<file path="src/hw/rtl/ggl_pkg.sv">
// Shared constants, types and the line error function of the grid line walk unit.
// No dependencies; every other file of the unit imports this package.
package ggl_pkg;

   localparam int GRID_SIDE         = 16;
   localparam int COORD_W           = $clog2(GRID_SIDE);
   localparam int STORE_DEPTH       = 2 * GRID_SIDE;
   localparam int GIVE_UP_POSITIONS = 256;
   localparam int LEN_LIMIT         = (STORE_DEPTH < GIVE_UP_POSITIONS) ? STORE_DEPTH :
                                      GIVE_UP_POSITIONS;
   localparam int IDX_W             = $clog2(STORE_DEPTH);
   localparam int LEN_W             = IDX_W + 1;
   localparam int NUM_BANKS         = 2;
   localparam int MEM_DEPTH         = NUM_BANKS * STORE_DEPTH;
   localparam int MEM_ADDR_W        = $clog2(MEM_DEPTH);
   localparam int QUEUE_DEPTH       = NUM_BANKS;
   localparam int QPTR_W            = $clog2(QUEUE_DEPTH);
   localparam int QCNT_W            = $clog2(QUEUE_DEPTH + 1);
   localparam int DELTA_W           = COORD_W + 2;
   localparam int SPOS_W            = COORD_W + 3;
   localparam int ERR_W             = 2 * SPOS_W;

   typedef logic [COORD_W-1:0] coord_type;

   typedef struct packed {
      coord_type x;
      coord_type y;
   } cell_type;

   typedef struct packed {
      logic                  en;
      logic [MEM_ADDR_W-1:0] addr;
      cell_type              data;
   } wr_port_type;

   typedef struct packed {
      logic [LEN_W-1:0] len;
      logic             failed;
      logic             bank;
   } desc_type;

   typedef struct packed {
      logic full;
      logic empty;
   } qstat_type;

   // A coordinate at or above the grid side is pulled back onto the last column or row.
   function automatic coord_type clamp_coord(input coord_type v);
      clamp_coord = (int'(v) >= GRID_SIDE) ? coord_type'(GRID_SIDE - 1) : v;
   endfunction

   // Distance of a candidate cell from the ideal line, scaled by the line
   // length: |(cy - ty) * dx - (cx - tx) * dy|.
   function automatic logic [ERR_W-1:0] line_err(
      input logic signed [SPOS_W-1:0]  cy_off,
      input logic signed [SPOS_W-1:0]  cx_off,
      input logic signed [DELTA_W-1:0] dx,
      input logic signed [DELTA_W-1:0] dy);
      logic signed [ERR_W-1:0] p;
      logic signed [ERR_W-1:0] q;
      logic signed [ERR_W-1:0] e;
      p = $signed(ERR_W'(cy_off)) * $signed(ERR_W'(dx));
      q = $signed(ERR_W'(cx_off)) * $signed(ERR_W'(dy));
      e = p - q;
      line_err = e[ERR_W-1] ? ERR_W'(-e) : ERR_W'(e);
   endfunction

endpackage

</file>
<file path="src/hw/rtl/ggl_chan_if.sv">
// Request and response channel interfaces of the grid line walk unit.
// Depends on ggl_pkg for the coordinate width.
interface ggl_req_if import ggl_pkg::*; ();
   logic      valid;
   logic      ready;
   coord_type start_x;
   coord_type start_y;
   coord_type end_x;
   coord_type end_y;

   modport source (output valid, output start_x, output start_y, output end_x,
                   output end_y, input ready);
   modport sink (input valid, input start_x, input start_y, input end_x,
                 input end_y, output ready);
endinterface

interface ggl_rsp_if import ggl_pkg::*; ();
   logic      valid;
   logic      ready;
   coord_type cell_x;
   coord_type cell_y;
   logic      last;
   logic      failed;

   modport source (output valid, output cell_x, output cell_y, output last,
                   output failed, input ready);
   modport sink (input valid, input cell_x, input cell_y, input last,
                 input failed, output ready);
endinterface

</file>
<file path="src/hw/rtl/ggl_walker.sv">
// Front end: accepts a line request and walks it one cell per cycle into a path bank.
// Depends on ggl_pkg and ggl_chan_if; feeds ggl_queue and the path memory in ggl_emitter.
module ggl_walker import ggl_pkg::*; (
   input  logic         clock,
   input  logic         reset,
   ggl_req_if.sink      req_chan,
   input  qstat_type    qstat,
   output logic         push,
   output desc_type     push_desc,
   output wr_port_type  wr_port
);

   typedef enum logic {W_IDLE, W_STEP} walk_state_type;

   walk_state_type             state_ff;
   coord_type                  px_ff, py_ff, tx_ff, ty_ff;
   logic signed [DELTA_W-1:0]  dx_ff, dy_ff;
   logic [LEN_W-1:0]           len_ff;
   logic                       bank_ff;

   logic                       accept;
   coord_type                  fx_c, fy_c, tx_c, ty_c;
   logic signed [SPOS_W-1:0]   px_s, py_s, tx_s, ty_s, sx_s, sy_s, x1_s, y1_s;
   logic                       ok0, ok1, ok2;
   logic [ERR_W-1:0]           err0, err1, err2, best_err;
   logic                       any_ok;
   logic signed [SPOS_W-1:0]   bx_s, by_s;
   logic                       at_end, overshoot, fail;
   desc_type                   desc_in;

   assign req_chan.ready = (state_ff == W_IDLE) && !qstat.full;
   assign accept         = req_chan.valid && req_chan.ready;

   always_comb begin
      fx_c = clamp_coord(req_chan.start_x);
      fy_c = clamp_coord(req_chan.start_y);
      tx_c = clamp_coord(req_chan.end_x);
      ty_c = clamp_coord(req_chan.end_y);

      px_s = $signed({{(SPOS_W-COORD_W){1'b0}}, px_ff});
      py_s = $signed({{(SPOS_W-COORD_W){1'b0}}, py_ff});
      tx_s = $signed({{(SPOS_W-COORD_W){1'b0}}, tx_ff});
      ty_s = $signed({{(SPOS_W-COORD_W){1'b0}}, ty_ff});
      sx_s = (dx_ff == '0) ? '0 : (dx_ff[DELTA_W-1] ? '1 : SPOS_W'(1));
      sy_s = (dy_ff == '0) ? '0 : (dy_ff[DELTA_W-1] ? '1 : SPOS_W'(1));
      x1_s = px_s + sx_s;
      y1_s = py_s + sy_s;

      // A move along an axis with no travel leaves the position unchanged.
      ok0  = (dx_ff != '0);
      ok1  = (dy_ff != '0);
      ok2  = ok0 || ok1;
      err0 = line_err(py_s - ty_s, x1_s - tx_s, dx_ff, dy_ff);
      err1 = line_err(y1_s - ty_s, px_s - tx_s, dx_ff, dy_ff);
      err2 = line_err(y1_s - ty_s, x1_s - tx_s, dx_ff, dy_ff);

      // Strict compare keeps the earlier move on a tie.
      any_ok   = 1'b0;
      best_err = '0;
      bx_s     = px_s;
      by_s     = py_s;
      if (ok0) begin
         any_ok   = 1'b1;
         best_err = err0;
         bx_s     = x1_s;
         by_s     = py_s;
      end
      if (ok1 && (!any_ok || err1 < best_err)) begin
         any_ok   = 1'b1;
         best_err = err1;
         bx_s     = px_s;
         by_s     = y1_s;
      end
      if (ok2 && (!any_ok || err2 < best_err)) begin
         any_ok   = 1'b1;
         best_err = err2;
         bx_s     = x1_s;
         by_s     = y1_s;
      end

      at_end    = (px_ff == tx_ff) && (py_ff == ty_ff);
      overshoot = (!dx_ff[DELTA_W-1] && dx_ff != '0 && bx_s > tx_s) ||
                  (dx_ff[DELTA_W-1] && bx_s < tx_s) ||
                  (!dy_ff[DELTA_W-1] && dy_ff != '0 && by_s > ty_s) ||
                  (dy_ff[DELTA_W-1] && by_s < ty_s);
      fail      = !any_ok || overshoot || (len_ff >= LEN_W'(LEN_LIMIT));

      push           = (state_ff == W_STEP) && (at_end || fail);
      desc_in.len    = len_ff;
      desc_in.failed = !at_end;
      desc_in.bank   = bank_ff;
      push_desc      = desc_in;

      wr_port.en   = 1'b0;
      wr_port.addr = {bank_ff, len_ff[IDX_W-1:0]};
      wr_port.data = {bx_s[COORD_W-1:0], by_s[COORD_W-1:0]};
      if (accept) begin
         wr_port.en   = 1'b1;
         wr_port.addr = {bank_ff, {IDX_W{1'b0}}};
         wr_port.data = {fx_c, fy_c};
      end else if (state_ff == W_STEP && !at_end && !fail) begin
         wr_port.en = 1'b1;
      end
   end

   always_ff @(posedge clock) begin
      if (reset) begin
         state_ff <= W_IDLE;
         bank_ff  <= 1'b0;
      end else begin
         case (state_ff)
            W_IDLE: begin
               if (accept) begin
                  px_ff    <= fx_c;
                  py_ff    <= fy_c;
                  tx_ff    <= tx_c;
                  ty_ff    <= ty_c;
                  dx_ff    <= $signed({2'b00, tx_c}) - $signed({2'b00, fx_c});
                  dy_ff    <= $signed({2'b00, ty_c}) - $signed({2'b00, fy_c});
                  len_ff   <= LEN_W'(1);
                  state_ff <= W_STEP;
               end
            end
            W_STEP: begin
               if (push) begin
                  bank_ff  <= ~bank_ff;
                  state_ff <= W_IDLE;
               end else begin
                  px_ff  <= bx_s[COORD_W-1:0];
                  py_ff  <= by_s[COORD_W-1:0];
                  len_ff <= len_ff + LEN_W'(1);
               end
            end
            default: state_ff <= W_IDLE;
         endcase
      end
   end

endmodule

</file>
<file path="src/hw/rtl/ggl_queue.sv">
// Short descriptor queue between the walker and the emitter, one slot per path bank.
// Depends on ggl_pkg.
module ggl_queue import ggl_pkg::*; (
   input  logic      clock,
   input  logic      reset,
   input  logic      push,
   input  desc_type  push_desc,
   input  logic      pop,
   output desc_type  head,
   output qstat_type qstat
);

   desc_type          slot_ff [QUEUE_DEPTH];
   logic [QPTR_W-1:0] wr_ptr_ff, rd_ptr_ff;
   logic [QCNT_W-1:0] count_ff;

   assign head        = slot_ff[rd_ptr_ff];
   assign qstat.full  = (count_ff == QCNT_W'(QUEUE_DEPTH));
   assign qstat.empty = (count_ff == '0);

   always_ff @(posedge clock) begin
      if (push) begin
         slot_ff[wr_ptr_ff] <= push_desc;
      end
   end

   always_ff @(posedge clock) begin
      if (reset) begin
         wr_ptr_ff <= '0;
         rd_ptr_ff <= '0;
         count_ff  <= '0;
      end else begin
         if (push) begin
            wr_ptr_ff <= wr_ptr_ff + QPTR_W'(1);
         end
         if (pop) begin
            rd_ptr_ff <= rd_ptr_ff + QPTR_W'(1);
         end
         if (push && !pop) begin
            count_ff <= count_ff + QCNT_W'(1);
         end else if (pop && !push) begin
            count_ff <= count_ff - QCNT_W'(1);
         end
      end
   end

endmodule

</file>
<file path="src/hw/rtl/ggl_emitter.sv">
// Back end: holds the two path banks and plays a finished path out on the response channel.
// Depends on ggl_pkg and ggl_chan_if; takes descriptors from ggl_queue.
module ggl_emitter import ggl_pkg::*; (
   input  logic        clock,
   input  logic        reset,
   input  wr_port_type wr_port,
   input  desc_type    head,
   input  qstat_type   qstat,
   output logic        pop,
   ggl_rsp_if.source   rsp_chan
);

   typedef enum logic [1:0] {E_IDLE, E_READ, E_SHOW} emit_state_type;

   cell_type         mem [MEM_DEPTH];
   cell_type         rd_data_ff;
   emit_state_type   state_ff;
   logic [IDX_W-1:0] idx_ff;
   logic             last_ff;
   logic             failed_ff;
   logic             rd_en;

   assign rd_en = (state_ff == E_READ);
   assign pop   = (state_ff == E_SHOW) && rsp_chan.ready && last_ff;

   assign rsp_chan.valid  = (state_ff == E_SHOW);
   assign rsp_chan.cell_x = failed_ff ? '0 : rd_data_ff.x;
   assign rsp_chan.cell_y = failed_ff ? '0 : rd_data_ff.y;
   assign rsp_chan.last   = last_ff;
   assign rsp_chan.failed = failed_ff;

   always_ff @(posedge clock) begin
      if (wr_port.en) begin
         mem[wr_port.addr] <= wr_port.data;
      end
      if (rd_en) begin
         rd_data_ff <= mem[{head.bank, idx_ff}];
      end
   end

   always_ff @(posedge clock) begin
      if (reset) begin
         state_ff  <= E_IDLE;
         last_ff   <= 1'b0;
         failed_ff <= 1'b0;
      end else begin
         case (state_ff)
            E_IDLE: begin
               if (!qstat.empty) begin
                  idx_ff <= '0;
                  if (head.failed) begin
                     failed_ff <= 1'b1;
                     last_ff   <= 1'b1;
                     state_ff  <= E_SHOW;
                  end else begin
                     state_ff <= E_READ;
                  end
               end
            end
            E_READ: begin
               failed_ff <= 1'b0;
               last_ff   <= (LEN_W'(idx_ff) + LEN_W'(1)) == head.len;
               state_ff  <= E_SHOW;
            end
            E_SHOW: begin
               if (rsp_chan.ready) begin
                  if (last_ff) begin
                     state_ff <= E_IDLE;
                  end else begin
                     idx_ff   <= idx_ff + IDX_W'(1);
                     state_ff <= E_READ;
                  end
               end
            end
            default: state_ff <= E_IDLE;
         endcase
      end
   end

endmodule

</file>
<file path="src/hw/rtl/greedy_grid_line_walk_unit.sv">
// Greedy grid line walk unit. The walker writes the start cell of a path in the accept cycle and
// then one cell per cycle; the emitter reads each cell from the path memory and then shows it,
// holding it while rsp ready is low. Sustained throughput is set by the emitter, with the walk of
// the next line overlapped. A failed line skips the memory read and is shown from its descriptor.
// Reset is synchronous and clears all control state; the path memory is not cleared.
module greedy_grid_line_walk_unit import ggl_pkg::*; (
   input  logic      clock,
   input  logic      reset,
   ggl_req_if.sink   req_chan,
   ggl_rsp_if.source rsp_chan
);

   // The walker accepts a request only when a path bank is free, that is when the
   // descriptor queue holds fewer entries than there are banks. It writes the start
   // cell in the accept cycle and one further cell per cycle, then pushes a
   // descriptor with the path length and the bank, or a failure mark as soon as a
   // step would pass the end cell or the path would exceed the length limit.
   qstat_type   qstat;
   desc_type    push_desc;
   desc_type    head;
   wr_port_type wr_port;
   logic        push;
   logic        pop;

   ggl_walker u_walker (
      .clock     (clock),
      .reset     (reset),
      .req_chan  (req_chan),
      .qstat     (qstat),
      .push      (push),
      .push_desc (push_desc),
      .wr_port   (wr_port)
   );

   // The head descriptor stays in the queue while its path is played out, so the
   // queue count is also the number of banks holding a finished path.
   ggl_queue u_queue (
      .clock     (clock),
      .reset     (reset),
      .push      (push),
      .push_desc (push_desc),
      .pop       (pop),
      .head      (head),
      .qstat     (qstat)
   );

   // The emitter reads the head bank one cell at a time and retires the descriptor
   // when the response marked last is taken.
   ggl_emitter u_emitter (
      .clock    (clock),
      .reset    (reset),
      .wr_port  (wr_port),
      .head     (head),
      .qstat    (qstat),
      .pop      (pop),
      .rsp_chan (rsp_chan)
   );

   // A descriptor is never pushed into a full queue.
   assert property (@(posedge clock) disable iff (reset) push |-> !qstat.full)
      else $error("descriptor pushed into a full queue");

   // The walker never writes the bank that the emitter is playing out.
   assert property (@(posedge clock) disable iff (reset)
      (wr_port.en && !qstat.empty) |-> (wr_port.addr[MEM_ADDR_W-1] != head.bank))
      else $error("walker wrote into the bank being emitted");

   // A failed line is a single last response with a zero cell.
   assert property (@(posedge clock) disable iff (reset)
      (rsp_chan.valid && rsp_chan.failed) |->
      (rsp_chan.last && rsp_chan.cell_x == '0 && rsp_chan.cell_y == '0))
      else $error("failed response not a single zero cell");

   // Once the last response of a line is taken, the channel goes quiet.
   assert property (@(posedge clock) disable iff (reset) pop |=> !rsp_chan.valid)
      else $error("response valid right after the line was retired");

endmodule

</file>
<file path="src/flat_wrapper.sv">
// flat-port wrapper written by rule: the top's interface ports become plain ports
module greedy_grid_line_walk_unit_flat import ggl_pkg::*;
  (clock, reset, req_chan_valid, req_chan_start_x, req_chan_start_y, req_chan_end_x, req_chan_end_y, req_chan_ready, rsp_chan_valid, rsp_chan_cell_x, rsp_chan_cell_y, rsp_chan_last, rsp_chan_failed, rsp_chan_ready);
  ggl_req_if req_chan_i ();
  ggl_rsp_if rsp_chan_i ();
  input  logic clock;
  input  logic reset;
  input wire logic [$bits(req_chan_i.valid)-1:0] req_chan_valid;
  input wire logic [$bits(req_chan_i.start_x)-1:0] req_chan_start_x;
  input wire logic [$bits(req_chan_i.start_y)-1:0] req_chan_start_y;
  input wire logic [$bits(req_chan_i.end_x)-1:0] req_chan_end_x;
  input wire logic [$bits(req_chan_i.end_y)-1:0] req_chan_end_y;
  output wire logic [$bits(req_chan_i.ready)-1:0] req_chan_ready;
  output wire logic [$bits(rsp_chan_i.valid)-1:0] rsp_chan_valid;
  output wire logic [$bits(rsp_chan_i.cell_x)-1:0] rsp_chan_cell_x;
  output wire logic [$bits(rsp_chan_i.cell_y)-1:0] rsp_chan_cell_y;
  output wire logic [$bits(rsp_chan_i.last)-1:0] rsp_chan_last;
  output wire logic [$bits(rsp_chan_i.failed)-1:0] rsp_chan_failed;
  input wire logic [$bits(rsp_chan_i.ready)-1:0] rsp_chan_ready;
  assign req_chan_i.valid = req_chan_valid;
  assign req_chan_i.start_x = req_chan_start_x;
  assign req_chan_i.start_y = req_chan_start_y;
  assign req_chan_i.end_x = req_chan_end_x;
  assign req_chan_i.end_y = req_chan_end_y;
  assign req_chan_ready = req_chan_i.ready;
  assign rsp_chan_valid = rsp_chan_i.valid;
  assign rsp_chan_cell_x = rsp_chan_i.cell_x;
  assign rsp_chan_cell_y = rsp_chan_i.cell_y;
  assign rsp_chan_last = rsp_chan_i.last;
  assign rsp_chan_failed = rsp_chan_i.failed;
  assign rsp_chan_i.ready = rsp_chan_ready;
  greedy_grid_line_walk_unit u_core (.clock(clock), .reset(reset), .req_chan(req_chan_i), .rsp_chan(rsp_chan_i));
endmodule
</file>
<file path="config.mk">
export PLATFORM = sky130hd
export DESIGN_NAME = greedy_grid_line_walk_unit_flat
export DESIGN_NICKNAME = d
export VERILOG_FILES = /design/src/hw/rtl/ggl_pkg.sv /design/src/hw/rtl/ggl_chan_if.sv /design/src/hw/rtl/ggl_walker.sv /design/src/hw/rtl/ggl_queue.sv /design/src/hw/rtl/ggl_emitter.sv /design/src/hw/rtl/greedy_grid_line_walk_unit.sv /design/src/flat_wrapper.sv
export SDC_FILE = /design/constraint.sdc
export NUM_CORES = 1
export LEC_CHECK = 0
export BUFFER_PORTS_ARGS = -buffer_cell sky130_fd_sc_hd__clkbuf_2
export CAP_MARGIN = 10
export CORE_MARGIN = 1
export CORE_UTILIZATION = 39
export DETAILED_ROUTE_END_ITERATION = 16
export PLACE_DENSITY = 0.68
export SLEW_MARGIN = 20
export SYNTH_ARGS = -nofsm -noshare
export SYNTH_HDL_FRONTEND = slang
export SYNTH_SLANG_ARGS = --single-unit
</file>
<file path="constraint.sdc">
create_clock -name clock -period 16.8 [get_ports clock]
set_input_delay 3.36 -clock clock [delete_from_list [all_inputs] [get_ports clock]]
set_output_delay 3.36 -clock clock [all_outputs]
set_load 0.02 [all_outputs]
</file>
==> impl_metrics.json, run 1 <==
{
  "multi_input_area_um2": 14230,
  "period_minus_slack_ns": 16.25,
  "numPortBuffers": 31,
  "path_max_fanout": 21,
  "setup_viol": 0,
  "critPathBufInv": 12,
  "synth_seq_area_share_pct": 53.96,
  "antenna_found_initial": 1,
  "area_delta_synth_final_pct": 14.45,
  "fillers": 7131,
  "grt_pass1_vias": 19310,
  "clock-root-buffer": "clkbuf_16",
  "drt-initial-drc-count": 1698,
  "regArea_um2": 17430,
  "synth_edf_count": 573,
  "grt_max_degree": 90,
  "place_congestion": 0.9158,
  "worstPathArrival_ns": 16.78,
  "drcViolationCount": 0,
  "cp.depth": 70,
  "clk_path_buf_depth": 3,
  "status": "finished, final reports clean",
  "max_stage_delay_ns": 0.56,
  "slowest_stage": "or4_4",
  "r2r_setup_slack_ns": 0.55,
  "fin_crit_sh_pct": 96.70,
  "row_count": 105,
  "post-place-ws_ns": -0.3635,
  "cap_viol_max_count": 0,
  "tightest_slew_ns": 1.133,
  "ys_warn_count": 0,
  "synth_seq_cells": 584,
  "cts_inserted_buffers": 55,
  "worstPathRequired_ns": 17.34,
  "ios": 32,
  "hold_viol_final": 0,
  "hold_path_depth": 2,
  "start_util_pct": 39.40,
  "core_um2": 81980,
  "layout.nets": 2659,
  "drive_gt1_share_pct": 21.98,
  "cp_common_cell": "ha_1",
  "r2r-end": "u_core.u_queue.count_ff[1]",
  "end_kind": "register",
  "grt-ovfl-total": 0,
  "path_delay_family": "adder cells",
  "synthArstFlopShare_pct": 0,
  "cts_sinks": 584,
  "clk_pin_slew_ns": 0.06,
  "drtAntennaViolNets": 0,
  "syn-cell-area_um2": 32300,
  "final_max_slew_viol_count": 0,
  "clock_latency_ns": 0.61,
  "crit_type": "register to register",
  "startpoint": "u_core.u_walker.dx_ff[3]",
  "min_from": "u_core.u_queue.rd_ptr_ff",
  "fmax_mhz": 61.55,
  "grt_use_total_pct": 18.31,
  "skew_ns": 0.03018,
  "die_area_um2": 83970,
  "wirelength_mm": 77.79,
  "fin_ws_ns": 0.5543,
  "synth_cell_types": 78,
  "syn-mean-instance-area_um2": 14.59,
  "grt_pass1_wl_mm": 116.3,
  "hold_path.class": "register to register",
  "reg2reg_depth": 70,
  "cts_hold_buf": 0,
  "avgRoutedWirePerCell_um": 22.40,
  "dr_total_vias": 19280,
  "startpoint_type": "register",
  "synthCells": 2213,
  "hpwl_mm": 54.33,
  "synthFlopType": "edfxtp_1",
  "dieWidth_um": 289.8,
  "cts_tree": "built",
  "die_y_um": 289.8,
  "avgViaCountPerCell": 5.551,
  "slew_headroom_pct": 24.48,
  "r2r-start": "u_core.u_walker.dx_ff[3]",
  "first_pass_iters": 5,
  "htreeDepth": 2
}
cells in the mapped netlist (9+ instances only):
library cell	instances	area share [%]
a211oi_1	10	0.23
a21o_1	33	0.77
a21oi_1	68	1.1
a31oi_1	10	0.19
and2_1	41	0.79
buf_1	21	0.24
clkbuf_1	55	0.64
dfxtp_1	11	0.68
edfxtp_1	573	53
fa_1	111	6.9
ha_1	173	6.7
inv_1	223	2.6
mux2i_1	16	0.50
mux4_2	168	12
nand2_1	101	1.2
nand2b_1	26	0.50
nand3_1	16	0.25
nand4_1	12	0.23
nor2_1	96	1.1
nor2b_1	40	0.77
nor3_1	52	0.81
nor4_1	31	0.60
nor4_2	11	0.43
o211ai_1	9	0.21
o21ai_0	53	0.82
o21bai_1	14	0.33
or2_2	11	0.21
or3_1	13	0.25
xnor2_1	81	2.2
xor2_1	39	1.1
worst register-to-register path, delay by kind of cell (launching register included):
kind                       cells  cell delay, ns
AOI/OAI and AO/OA             20            3.31
xor gates and xnor gates       5            0.93
adders and majority gates     16            5.85
buffers and inverters         12            1.34
DFF                            1            0.39
muxes                          1            0.23
and+or+nand+nor               16            4.11
state kept, by name, indices dropped and copies added (netlist names), 5 cells and up, named ones only:
| signal | flops |
|---|---|
| u_core.u_emitter.mem | 512 |
| u_core.u_queue.slot_ff | 16 |
| u_core.u_emitter.rd_data_ff | 8 |
| u_core.u_walker.len_ff | 6 |
| u_core.u_emitter.idx_ff | 5 |
| u_core.u_walker.dx_ff | 5 |
| u_core.u_walker.dy_ff | 5 |
how the worst max path moves through the flow:
stage,endpoint,slack [ns]
after global placement,u_core.u_emitter.mem[61][5],-0.22
after detailed placement,u_core.u_emitter.mem[34][3],-0.36
after global routing,u_core.u_emitter.mem[20][2],-0.12
after floorplan,u_core.u_emitter.mem[57][0],0.25
after CTS,u_core.u_emitter.mem[10][2],0.06
final,u_core.u_queue.count_ff[1],0.55
placed cells by master, fill, tap and decap left out, types with 9 or more instances in the layout:
master,n
nand2b_1,26
xor2_1,36
nor4_1,19
nor3_4,15
nand4_1,12
o21bai_1,14
mux2i_1,15
clkinv_1,10
fa_1,108
and2_1,41
o211ai_1,9
or3_1,13
o21ai_0,42
nor2b_1,39
xnor2_1,77
a21o_1,33
nand2_1,101
clkbuf_2,31
ha_1,172
buf_4,122
clkbuf_16,58
a21oi_1,60
or2_2,11
clkinv_2,11
nor3_1,34
nor4_2,20
clkbuf_1,15
a211oi_1,9
inv_1,222
nor2_1,95
dfxtp_1,11
edfxtp_1,573
mux4_2,168
a31oi_1,10
nand3_1,16
cell families after synthesis:
logic type	after synthesis	synth area share, %
AOI/OAI and AO/OA	247	5.141
buffers and inverters	307	3.661
xor gates and xnor gates	120	3.254
adders and majority gates	284	13.58
and+or+nand+nor	477	7.891
DFF	584	53.96
other	2	0.02325
muxes	192	12.49
timing repair:
action	4_1_cts	5_1_grt
cloned	0	2
endpoints found under the setup margin	277	547
setup buffers	1	18
gates resized for setup	21	60
pin swaps	0	22
layout make-up:
class                      instances  share of cell area [%]
tap                             1070                   3.622
multi-input combinational       1324                   38.50
timing repair buffer             166                   3.602
inverter                         224                   2.275
clock inverter                    33                  0.9072
antenna                            1                0.006770
sequential                       584                   47.15
clock buffer                      71                   3.944
through the flow:
step | cell area, um2 | hold slack [ns] | setup TNS, ns | instances | util [%]
floorplan | 32300 | 0.4237 | 0 | 2215 | -
CTS | 36410 | 0.5064 | 0 | 3452 | 44.42
global placement | 34440 | 0.4866 | -4.728 | 3346 | 42.01
finish | 36960 | 0.4995 | 0 | 3473 | 45.09
global route | 36960 | 0.5628 | -17.69 | 3472 | 45.09
detailed placement | 34480 | 0.4922 | -43.84 | 3347 | 42.06
per-layer routing:
layer  global-route usage, %  up-vias  part of all wire, %
met5                       0        -                    0
met4                   4.634        0                  2.4
met3                   3.407      126                  6.8
met2                   29.38      758                   48
met1                   25.68     9833                   43
li1                        -     8561                    -
Power of run 1 is left out: the tool's default activity adds up to more than one toggle a clock period on the data nets, which glitch-free logic cannot reach.
==> run 2: changes to the inputs <==
Settings changed: GPL_TIMING_DRIVEN from default to 0, MAX_ROUTING_LAYER from default to met4.
==> run 2 against run 1 <==
Global-route usage increased by 1.5 points. Clock skew rose by 0.0094 ns. Clock-buffer cell count is 7 lower. Sequential share of layout area decreased by 2.2 points. Final area is 4.8% higher. Sequential cell count is the same. Non-clock buffer count rose by 72. First-iteration DRC count is 7.3% higher. Via count increased by 3.1%. Critical path depth down 1. Critical endpoint is now u_core.u_emitter.mem[37][2].
==> impl_metrics.json, run 2 (synthesis results as in run 1) <==
{
  "grt_use_total_pct": 19.80,
  "worstPathRequired_ns": 17.12,
  "tightest_slew_ns": 1.140,
  "regArea_um2": 17430,
  "dieWidth_um": 289.8,
  "drtAntennaViolNets": 0,
  "area_delta_synth_final_pct": 19.93,
  "worstPathArrival_ns": 16.71,
  "place_congestion": 0.9102,
  "skew_ns": 0.03959,
  "cts_hold_buf": 0,
  "avgViaCountPerCell": 5.604,
  "max_stage_delay_ns": 0.61,
  "htreeDepth": 2,
  "setup_tns_ns": 0,
  "most-common-layout-cells": "edfxtp_1, inv_1, mux4_2",
  "finalNonFillerCells": 3545,
  "largest_register_ffs": 512,
  "fillers": 6894,
  "start_util_pct": 39.40,
  "startpoint_type": "register",
  "setup_viol": 0,
  "dr_total_vias": 19870,
  "hpwl_mm": 57.68,
  "clk_pin_slew_ns": 0.07,
  "die_area_um2": 83970,
  "cap_viol_max_count": 0,
  "reg2reg_depth": 69,
  "fmax_mhz": 61.00,
  "crit_type": "register to register",
  "hold_viol_final": 0,
  "clock_latency_ns": 0.64,
  "slowest_stage": "or4_4",
  "period_minus_slack_ns": 16.39,
  "regMostFlops": "u_core.u_emitter.mem",
  "clock-root-buffer": "clkbuf_16",
  "reg.largest.list": "u_core.u_emitter.mem: 512 flops, u_core.u_queue.slot_ff: 16 flops, u_core.u_emitter.rd_data_ff: 8 flops",
  "fin_crit_sh_pct": 97.57,
  "grt_max_degree": 40,
  "core_um2": 81980,
  "status": "finished, final reports clean",
  "drive_gt1_share_pct": 25.02,
  "cts_tree": "built",
  "hold_path_depth": 0,
  "path_max_fanout": 10,
  "slew_headroom_pct": 21.85,
  "cts_sinks": 584,
  "grt_pass1_vias": 20090,
  "final_max_slew_viol_count": 0,
  "numPortBuffers": 31,
  "layout.nets": 2732,
  "die_y_um": 289.8,
  "clk_path_buf_depth": 3,
  "drcViolationCount": 0,
  "row_count": 105,
  "hold_path.class": "register to register",
  "drt-initial-drc-count": 1822,
  "final_common_cell": "edfxtp_1",
  "grt-ovfl-total": 0,
  "first_pass_iters": 7,
  "grt_pass1_wl_mm": 121.2,
  "antenna_found_initial": 1,
  "dp_cells": 3354,
  "cts_inserted_buffers": 56,
  "multi_input_area_um2": 15160,
  "avgRoutedWirePerCell_um": 22.82,
  "wirelength_mm": 80.88,
  "end_kind": "register",
  "ios": 32
}
[run 2: worst paths after layout]
check                                  from                           end  slack [ns]
setup / recovery   u_core.u_walker.dx_ff[3]   u_core.u_emitter.mem[37][2]        0.41
hold / removal    u_core.u_walker.len_ff[3]  u_core.u_queue.slot_ff[1][5]        0.45
setup reg to reg   u_core.u_walker.dx_ff[3]   u_core.u_emitter.mem[37][2]        0.41
hold reg to reg   u_core.u_walker.len_ff[3]  u_core.u_queue.slot_ff[1][5]        0.45
[run 2: layout make-up]
class,instances,share of cell area [%]
diodes,1,0.006461
clock buffers,64,3.695
well taps,1070,3.456
flip-flops and latches,584,44.99
plain buffers,83,1.056
multi-input cells,1324,39.15
repair buffers,155,4.209
clock inverters,40,1.253
inverters,224,2.184
[run 2: per-layer routing]
metal  global-route usage [%]  wire, um  up-vias
met5                        -         0        -
met2                    31.42     39160      843
met3                    3.030      5653      159
met4                    5.340      2232        0
met1                    26.54     33840    10130
li1                         -         -     8734
[run 2: timing repair]
item / in CTS / in global routing
hold endpoints to repair: 0 / 0
pin swaps: 65 / 80
cloned: 0 / 1
setup buffers: 43 / 43
gates resized for setup: 138 / 99
endpoints found under the setup margin: 1066 / 547
[run 2: through the flow]
| stage | util, % | setup WS (ns) | area, um2 | hold slack (ns) |
|---|---|---|---|---|
| floorplan | - | 0.2538 | 32300 | 0.4237 |
| global placement | 41.23 | -3.776 | 33800 | 0.4360 |
| detailed placement | 42.28 | -3.757 | 34660 | 0.4621 |
| CTS | 46.18 | -0.02004 | 37860 | 0.4591 |
| global route | 47.25 | -0.2067 | 38730 | 0.4843 |
| finish | 47.25 | 0.4078 | 38730 | 0.4471 |
[run 2: worst max-delay path, delay by kind of cell, from the launching register on]
| family | cells | cell delay [ns] |
|---|---|---|
| compound gates | 18 | 3.43 |
| xor+xnor | 4 | 0.69 |
| fa+ha+maj | 15 | 5.57 |
| buf+inv | 14 | 1.73 |
| flops | 1 | 0.48 |
| mux | 2 | 0.47 |
| simple gates | 16 | 3.69 |
Power of run 2 is left out for the same reason.
